$ cat src/hdl/spisrd_pkg.sv
package spisrd_pkg;

	localparam int MAX_FRAME_BYTES_DEF = 128;

	localparam int CFG_IDX_W = 2;
	typedef logic [CFG_IDX_W-1:0] cfg_idx_t;

	localparam cfg_idx_t CFG_SELF_ADDRESS  = 2'd0;
	localparam cfg_idx_t CFG_MAX_REGISTERS = 2'd1;

	localparam logic [7:0] SELF_ADDRESS_RST  = 8'd1;
	localparam logic [6:0] MAX_REGISTERS_RST = 7'd32;

	localparam logic [7:0] FUNC_WRITE_MULTIPLE = 8'h10;
	localparam int         BASE_FRAME_LEN      = 8;
	localparam int         WRITE_MULTI_OVERHEAD = 9;
	localparam int         BYTE_COUNT_INDEX    = 6;
	localparam int         ADDRESS_INDEX       = 0;
	localparam int         FUNCTION_INDEX      = 1;
	localparam int         COUNT_HIGH_INDEX    = 4;
	localparam int         COUNT_LOW_INDEX     = 5;

	typedef enum logic [1:0] {
		EV_SELECT_FALL = 2'd0,
		EV_SELECT_RISE = 2'd1,
		EV_BYTE        = 2'd2
	} event_t;

	typedef enum logic [2:0] {
		ST_IGNORED     = 3'd0,
		ST_STORED      = 3'd1,
		ST_COMPLETE    = 3'd2,
		ST_ADDR_DROP   = 3'd3,
		ST_LENGTH_ERR  = 3'd4
	} status_t;

	typedef enum logic [1:0] {
		PH_IDLE = 2'd0,
		PH_RECV = 2'd1,
		PH_DONE = 2'd2,
		PH_DROP = 2'd3
	} phase_t;

	typedef struct packed {
		logic [1:0] func;
		logic [7:0] rx_byte;
	} req_t;

	typedef struct packed {
		status_t    status;
		logic       byte_stored;
		logic [6:0] byte_index;
		logic [7:0] byte_data;
		logic [7:0] frame_length;
	} res_t;

	typedef struct packed {
		logic [7:0] self_address;
		logic [6:0] max_registers;
	} cfg_t;

endpackage

$ cat src/hdl/spisrd_if.sv
interface spisrd_req_if;
	import spisrd_pkg::*;
	logic valid;
	logic ready;
	req_t payload;
	modport source (output valid, output payload, input ready);
	modport sink (input valid, input payload, output ready);
endinterface

interface spisrd_res_if;
	import spisrd_pkg::*;
	logic valid;
	logic ready;
	res_t payload;
	modport source (output valid, output payload, input ready);
	modport sink (input valid, input payload, output ready);
endinterface

interface spisrd_cfg_if;
	import spisrd_pkg::*;
	logic       valid;
	logic       ready;
	cfg_idx_t   index;
	logic [7:0] data;
	modport source (output valid, output index, output data, input ready);
	modport sink (input valid, input index, input data, output ready);
endinterface

$ cat src/hdl/spi_slave_request_deframer_core.sv
// A request accepted into the input register has its result loaded into the result
// register when the pipeline advances, and the result is offered from there.
// Throughput: one request per cycle while results are taken; the input register and the result register
// move together, so a stalled result holds one more request in the input register.
// Frame state is updated in the single decision stage between the two registers.
// Reset (arst_n low, asynchronous): idle phase, empty pipeline, default configuration.
module spi_slave_request_deframer_core #(
	parameter int MAX_FRAME_BYTES = spisrd_pkg::MAX_FRAME_BYTES_DEF
) (
	input  logic        clk,
	input  logic        arst_n,
	spisrd_req_if.sink  req,
	spisrd_res_if.source res,
	spisrd_cfg_if.sink  cfg
);
	import spisrd_pkg::*;

	logic valid_s1;
	req_t item_s1;
	logic valid_s2;
	res_t res_s2;

	cfg_t regs;
	res_t result;
	logic advance;

	assign advance   = !valid_s2 || res.ready;
	assign req.ready = !valid_s1 || advance;

	spisrd_cfg_regs u_cfg (
		.clk    (clk),
		.arst_n (arst_n),
		.cfg    (cfg),
		.regs   (regs)
	);

	spisrd_frame_fsm #(
		.MAX_FRAME_BYTES (MAX_FRAME_BYTES)
	) u_fsm (
		.clk    (clk),
		.arst_n (arst_n),
		.fire   (valid_s1 && advance),
		.item   (item_s1),
		.cfg    (regs),
		.result (result)
	);

	always_ff @(posedge clk or negedge arst_n) begin
		if (!arst_n) begin
			valid_s1 <= 1'b0;
			valid_s2 <= 1'b0;
		end else begin
			if (req.valid && req.ready) begin
				valid_s1 <= 1'b1;
			end else if (advance) begin
				valid_s1 <= 1'b0;
			end
			if (advance) begin
				valid_s2 <= valid_s1;
			end
		end
	end

	always_ff @(posedge clk) begin
		if (req.valid && req.ready) begin
			item_s1 <= req.payload;
		end
		if (advance && valid_s1) begin
			res_s2 <= result;
		end
	end

	assign res.valid   = valid_s2;
	assign res.payload = res_s2;

endmodule

$ cat src/hdl/spisrd_cfg_regs.sv
module spisrd_cfg_regs (
	input  logic                clk,
	input  logic                arst_n,
	spisrd_cfg_if.sink          cfg,
	output spisrd_pkg::cfg_t    regs
);
	import spisrd_pkg::*;

	logic [7:0] self_address_q;
	logic [6:0] max_registers_q;

	assign cfg.ready = 1'b1;

	always_ff @(posedge clk or negedge arst_n) begin
		if (!arst_n) begin
			self_address_q  <= SELF_ADDRESS_RST;
			max_registers_q <= MAX_REGISTERS_RST;
		end else if (cfg.valid) begin
			if (cfg.index == CFG_SELF_ADDRESS) begin
				self_address_q <= cfg.data;
			end
			if (cfg.index == CFG_MAX_REGISTERS) begin
				max_registers_q <= cfg.data[6:0];
			end
		end
	end

	assign regs.self_address  = self_address_q;
	assign regs.max_registers = max_registers_q;

endmodule

$ cat src/hdl/spisrd_frame_fsm.sv
module spisrd_frame_fsm #(
	parameter int MAX_FRAME_BYTES = spisrd_pkg::MAX_FRAME_BYTES_DEF
) (
	input  logic                clk,
	input  logic                arst_n,
	input  logic                fire,
	input  spisrd_pkg::req_t    item,
	input  spisrd_pkg::cfg_t    cfg,
	output spisrd_pkg::res_t    result
);
	import spisrd_pkg::*;

	localparam int CNT_W = $clog2(MAX_FRAME_BYTES + 1);
	localparam logic [CNT_W-1:0] MAX_CNT = CNT_W'(MAX_FRAME_BYTES);
	localparam logic [17:0]      MAX_LEN = 18'(MAX_FRAME_BYTES);

	phase_t           phase_q, phase_nx;
	logic [CNT_W-1:0] count_q, count_nx;
	logic [CNT_W-1:0] exp_q, exp_nx;
	logic [7:0]       addr_q, func_q, cnt_hi_q, cnt_lo_q;

	logic             take;
	logic [CNT_W-1:0] count_inc;
	logic [15:0]      regs;
	logic [17:0]      len_full;
	logic             check_len;
	logic             len_err;
	logic [CNT_W-1:0] exp_eff;
	logic             reach;
	logic             mismatch;

	assign take = fire && (item.func == EV_BYTE) && (phase_q == PH_RECV) &&
		(count_q < MAX_CNT);
	assign count_inc = count_q + CNT_W'(1);
	assign regs      = {cnt_hi_q, cnt_lo_q};
	assign len_full  = 18'(WRITE_MULTI_OVERHEAD) + {1'b0, regs, 1'b0};
	assign check_len = (count_q == CNT_W'(BYTE_COUNT_INDEX)) &&
		(func_q == FUNC_WRITE_MULTIPLE);
	assign len_err   = check_len && ((regs == 16'd0) ||
		(item.rx_byte != {cnt_lo_q[6:0], 1'b0}) ||
		(regs > {9'd0, cfg.max_registers}) || (len_full > MAX_LEN));
	assign exp_eff   = check_len ? len_full[CNT_W-1:0] : exp_q;
	assign reach     = count_inc >= exp_eff;
	assign mismatch  = addr_q != cfg.self_address;

	always_comb begin
		phase_nx = phase_q;
		count_nx = count_q;
		exp_nx   = exp_q;
		if (fire) begin
			unique case (item.func)
				EV_SELECT_FALL: begin
					phase_nx = PH_RECV;
					count_nx = '0;
					exp_nx   = CNT_W'(BASE_FRAME_LEN);
				end
				EV_SELECT_RISE: begin
					phase_nx = PH_IDLE;
					count_nx = '0;
				end
				default: begin
					if (take) begin
						count_nx = count_inc;
						exp_nx   = exp_eff;
						if (len_err) begin
							phase_nx = PH_DONE;
						end else if (reach) begin
							phase_nx = mismatch ? PH_DROP : PH_DONE;
						end
					end
				end
			endcase
		end
	end

	always_ff @(posedge clk or negedge arst_n) begin
		if (!arst_n) begin
			phase_q <= PH_IDLE;
			count_q <= '0;
			exp_q   <= CNT_W'(BASE_FRAME_LEN);
		end else begin
			phase_q <= phase_nx;
			count_q <= count_nx;
			exp_q   <= exp_nx;
		end
	end

	always_ff @(posedge clk) begin
		if (take) begin
			if (count_q == CNT_W'(ADDRESS_INDEX)) begin
				addr_q <= item.rx_byte;
			end
			if (count_q == CNT_W'(FUNCTION_INDEX)) begin
				func_q <= item.rx_byte;
			end
			if (count_q == CNT_W'(COUNT_HIGH_INDEX)) begin
				cnt_hi_q <= item.rx_byte;
			end
			if (count_q == CNT_W'(COUNT_LOW_INDEX)) begin
				cnt_lo_q <= item.rx_byte;
			end
		end
	end

	always_comb begin
		result = '0;
		result.status = ST_IGNORED;
		if (take) begin
			result.byte_stored = 1'b1;
			result.byte_index  = 7'(count_q);
			result.byte_data   = item.rx_byte;
			if (len_err) begin
				result.status = ST_LENGTH_ERR;
			end else if (reach) begin
				result.status       = mismatch ? ST_ADDR_DROP : ST_COMPLETE;
				result.frame_length = 8'(count_inc);
			end else begin
				result.status = ST_STORED;
			end
		end
	end

endmodule
$ cat src/flat_wrapper.sv
// flat-port wrapper written by rule: the top's interface ports become plain ports
module spi_slave_request_deframer_core_flat import spisrd_pkg::*;
#(
	parameter int MAX_FRAME_BYTES = spisrd_pkg::MAX_FRAME_BYTES_DEF
)
  (clk, arst_n, req_valid, req_payload, req_ready, res_valid, res_payload, res_ready, cfg_valid, cfg_index, cfg_data, cfg_ready);
  spisrd_req_if req_i ();
  spisrd_res_if res_i ();
  spisrd_cfg_if cfg_i ();
  input  logic clk;
  input  logic arst_n;
  input wire logic [$bits(req_i.valid)-1:0] req_valid;
  input wire logic [$bits(req_i.payload)-1:0] req_payload;
  output wire logic [$bits(req_i.ready)-1:0] req_ready;
  output wire logic [$bits(res_i.valid)-1:0] res_valid;
  output wire logic [$bits(res_i.payload)-1:0] res_payload;
  input wire logic [$bits(res_i.ready)-1:0] res_ready;
  input wire logic [$bits(cfg_i.valid)-1:0] cfg_valid;
  input wire logic [$bits(cfg_i.index)-1:0] cfg_index;
  input wire logic [$bits(cfg_i.data)-1:0] cfg_data;
  output wire logic [$bits(cfg_i.ready)-1:0] cfg_ready;
  assign req_i.valid = req_valid;
  assign req_i.payload = req_payload;
  assign req_ready = req_i.ready;
  assign res_valid = res_i.valid;
  assign res_payload = res_i.payload;
  assign res_i.ready = res_ready;
  assign cfg_i.valid = cfg_valid;
  assign cfg_i.index = cfg_index;
  assign cfg_i.data = cfg_data;
  assign cfg_ready = cfg_i.ready;
  spi_slave_request_deframer_core #(.MAX_FRAME_BYTES(MAX_FRAME_BYTES)) u_core (.clk(clk), .arst_n(arst_n), .req(req_i), .res(res_i), .cfg(cfg_i));
endmodule
$ cat config.mk
export PLATFORM = sky130hd
export DESIGN_NAME = spi_slave_request_deframer_core_flat
export DESIGN_NICKNAME = d
export VERILOG_FILES = /design/src/hdl/spisrd_pkg.sv /design/src/hdl/spisrd_if.sv /design/src/hdl/spi_slave_request_deframer_core.sv /design/src/hdl/spisrd_cfg_regs.sv /design/src/hdl/spisrd_frame_fsm.sv /design/src/flat_wrapper.sv
export SDC_FILE = /design/constraint.sdc
export NUM_CORES = 1
export LEC_CHECK = 0
export BUFFER_PORTS_ARGS = -buffer_cell sky130_fd_sc_hd__clkbuf_2
export CAP_MARGIN = 15
export CORE_MARGIN = 3
export CORE_UTILIZATION = 38
export DETAILED_ROUTE_END_ITERATION = 16
export HOLD_SLACK_MARGIN = 0.08
export PLACE_DENSITY = 0.67
export SETUP_SLACK_MARGIN = 0.4
export SLEW_MARGIN = 20
export SYNTH_ARGS = -nofsm -noshare
export SYNTH_HDL_FRONTEND = slang
export SYNTH_HIERARCHICAL = 1
export SYNTH_SLANG_ARGS = --single-unit
$ cat constraint.sdc
create_clock -name clk -period 3.45 [get_ports clk]
set_clock_uncertainty 0.1 [all_clocks]
set_input_delay 1.035 -clock clk [delete_from_list [all_inputs] [get_ports clk]]
set_output_delay 1.035 -clock clk [all_outputs]
set_load 0.05 [all_outputs]
==> results.md <==
* Wire length per cell at around 17 µm
* #FFs+latches synth at 104
* Slew headroom at 41.7%
* Initial antenna violation count at 0
* Area growth, synth to finish at 21.3%
* Cell family with the largest share of critical-path delay: simple AND/OR/NAND/NOR gates
* Initial Util at between 40% and 50%
* Final hold viol count at 0
* Final Non-Filler Cells at between 500 and 600
* Worst Path Max Fanout at 8
* Post-synth EDFFs at 69
* Core ar. at between 10,000 and 15,000 µm²
* Via/cell ratio at about 5.2
* Die W at around 120 µm
* Unrepaired setup endpoints after global routing: yes
* Ys Warns at 6
* Site Rows at 39
* Maximum vdd drop at roughly 0.28 mV
* Drt first pass iters at 4
* Chip height at 117 µm
* Syn_nets at approximately 400
* Async set or reset register ratio after synthesis at 33.7%
* Reg2reg start: u_core/u_fsm/func_q[1]
* Overflow after GRT at 0
* Post-DP HPWL at 6890 µm
* CP cell instances: or4_4 -> or3_4 -> nor2_4 -> a21oi_4 -> ha_4 -> or4_4 -> o221ai_4 -> a21oi_4 -> nand2_4 -> nor3_2
* Period Utilization, post-route at 90.7%
* Num ports at 55
* CTS tree: built
* Fillers at around 1,000
* Setup Viol. Count Final at 0
* Min Tclk post-route at around 3.1 ns
* Worst Setup End Kind: flip-flop
* # port buffers at 53
* Area contributors post-synth: edfxtp_1 44%, dfrtp_1 17%, ha_1 5.6%, xnor2_1 4.1%, mux2_2 3.6%
* Top_reg_cell synth: edfxtp_1
* DRC at 0
* Most common cell after layout, fill and taps aside: edfxtp_1
* Register area share after synthesis at around 63%
* First-pass GRT wire length at between 15,000 and 20,000 µm
* Crit path from: u_core/u_fsm/func_q[1]
* Max_cap viols at 0
* CTS root buffer: clkbuf_16
* Slew Limit Fails at 0
* Synth unique cells at 58
* CTS Buffer Depth at 2
* Hold_buf cts at 0
* Placed Cells at ~540
* Antenna diodes at 0
* Initial DRC Count at 142
* Sink Count at around 100
* Critical path launch point type: flip-flop
* Total GRT Usage at ~15%
* Mapped Area at around 4700 µm²
* Static Leak at ~2.3 nW
* GPL Wtd Cong at roughly 0.86
* Buffers & Inverters on Critical Path at 0
* Worst Hold Class: reg2reg
* Final wirelength at between 9000 and 10,000 µm
* Synth area leader: edfxtp_1
* Htree depth at 3
* Crit-path max cell delay at 0.56 ns
* Outcome: complete, no violations
* Number of global-route vias before repair at ~3,100
* Nets@finish at about 460
* Commonest non-fill, non-tap cells in the layout: 69 x edfxtp_1, 52 x clkbuf_2, 32 x dfrtp_1
* Clk_lat worst skew at between 0.3 and 0.4 ns
* Peak Freq at around 320 MHz
* Vias post-DR at 2,945
* Reg clk slew, reported paths at 0.07 ns
* Worst path slowest cell: or4_4
* Largest net degree at the start of global routing at 36
* Post-Syn Area per Cell at 13.4 µm²
* Worst Tran Pin Value at between 0.8 and 0.9 ns
* DIE AREA at between 10,000 and 15,000 µm²
* Synth Instances at between 300 and 400
* Critical path class: reg2reg
* Hold wc startpoint: u_core/u_fsm/exp_q[2]
* CP Data Arrival Time at between 3 and 4 ns
* Yosys top cell area share at between 40% and 50%
* PwrDens at 531 nW/µm²
* Share of cells above drive strength 1 at 34.6%
* DRT antenna net count at 0
* WP data required at roughly 3.4 ns
* Setup TNS at 0 ns
* Total CTS buffers at 9
[per-layer routing]
metal	up-vias	GRT usage [%]	part of all wire, %
met2	79	23.9	47
met3	21	2.57	4.9
li1	1405	-	-
met5	-	0	0
met4	0	8.26	3.0
met1	1440	20.5	46
[per-stage QoR]
step                hold slack [ns]  power, W  instance area, µm²  utilization [%]  setup slack, ns
finish                        0.388   0.00302                5680             48.5            0.321
global route                  0.410   0.00315                5680             48.5            0.243
CTS                           0.386   0.00303                5620             48.0            0.383
detailed placement            0.371   0.00197                5220             44.5            0.240
global placement              0.369   0.00196                5220             44.5            0.307
floorplan                     0.345   0.00183                4760                -            0.392
[final cells by class]
type                       instances  area (µm²)  share of cell area, %
clock buffer                       9         225                   3.96
clock inverter                     7        77.6                   1.36
inverter                          17        63.8                   1.12
multi-input combinational        218        1820                   32.0
sequential                       104        2950                   51.9
tap                              143         179                   3.15
timing repair buffer              67         370                   6.52
[cell families after synthesis]
family | after synthesis | synth area share, %
xor gates and xnor gates | 25 | 4.67
muxes | 20 | 4.67
and+or+nand+nor | 111 | 13.9
AOI/OAI and AO/OA | 40 | 5.53
DFF | 104 | 63.0
adders and majority gates | 21 | 5.61
other | 1 | 0.0801
buffers and inverters | 27 | 2.51
[worst register-to-register path, cell delays in order (launching register included)]
cell      delay [ns]
edfxtp_1        0.37
or4_4           0.56
or3_4           0.47
nor2_4          0.13
a21oi_4         0.05
ha_4            0.16
or4_4           0.52
o221ai_4        0.18
a21oi_4         0.12
nand2_4         0.16
nor3_2          0.06
[cell usage after synthesis (3+ instances only)]
cell / count
a21oi_1: 6
and2_1: 3
and3_1: 15
clkbuf_1: 5
dfrtp_1: 32
dfstp_2: 3
edfxtp_1: 69
ha_1: 21
inv_1: 17
mux2_2: 15
mux2i_1: 5
nand2_1: 22
nand2b_1: 5
nand3_1: 11
nand4_1: 5
nor2_1: 20
nor3_1: 8
o21ai_0: 15
xnor2_1: 22
xor2_1: 3
[repair_timing]
| item | CTS | global route |
|---|---|---|
| pin swaps | 15 | 14 |
| cloned | 0 | 0 |
| gates resized for setup | 15 | 12 |
| hold endpoints to repair | 0 | 0 |
| setup buffers | 4 | 1 |
| setup endpoints to repair | 12 | 12 |
[where the power goes]
part           switching, W  internal [W]  total, W
clock              0.000463      0.000570   0.00103
sequential        0.0000666       0.00144   0.00150
combinational      0.000299      0.000184  0.000483
total              0.000829       0.00219   0.00302
[state kept, by name, summed over array words and instances, names as in the netlist]
name                          count
u_core/item_s1                   10
u_core/u_cfg/self_address_q       8
u_core/u_cfg/max_registers_q      7
u_core/u_fsm/exp_q                8
u_core/u_fsm/func_q               8
u_core/res.payload               27
u_core/u_fsm/cnt_hi_q             8
u_core/u_fsm/addr_q               8
u_core/res.valid                  1
u_core/u_fsm/count_q              8
u_core/valid_s1                   1
u_core/u_fsm/cnt_lo_q             8
u_core/u_fsm/phase_q              2
[worst paths after layout]
check                                            endpoint  slack [ns]  depth (start not counted)
hold reg to reg                     u_core/u_fsm/exp_q[2]        0.39                          2
min in group asynchronous  u_core/u_cfg/self_address_q[2]        0.70                          1
hold / removal                      u_core/u_fsm/exp_q[2]        0.39                          2
setup reg to reg                    u_core/res.payload[7]        0.32                         10
setup / recovery                    u_core/res.payload[7]        0.32                         10
max in group asynchronous         u_core/u_fsm/count_q[5]        2.00                          1
Note: power is estimated with default switching activity, not from simulation.
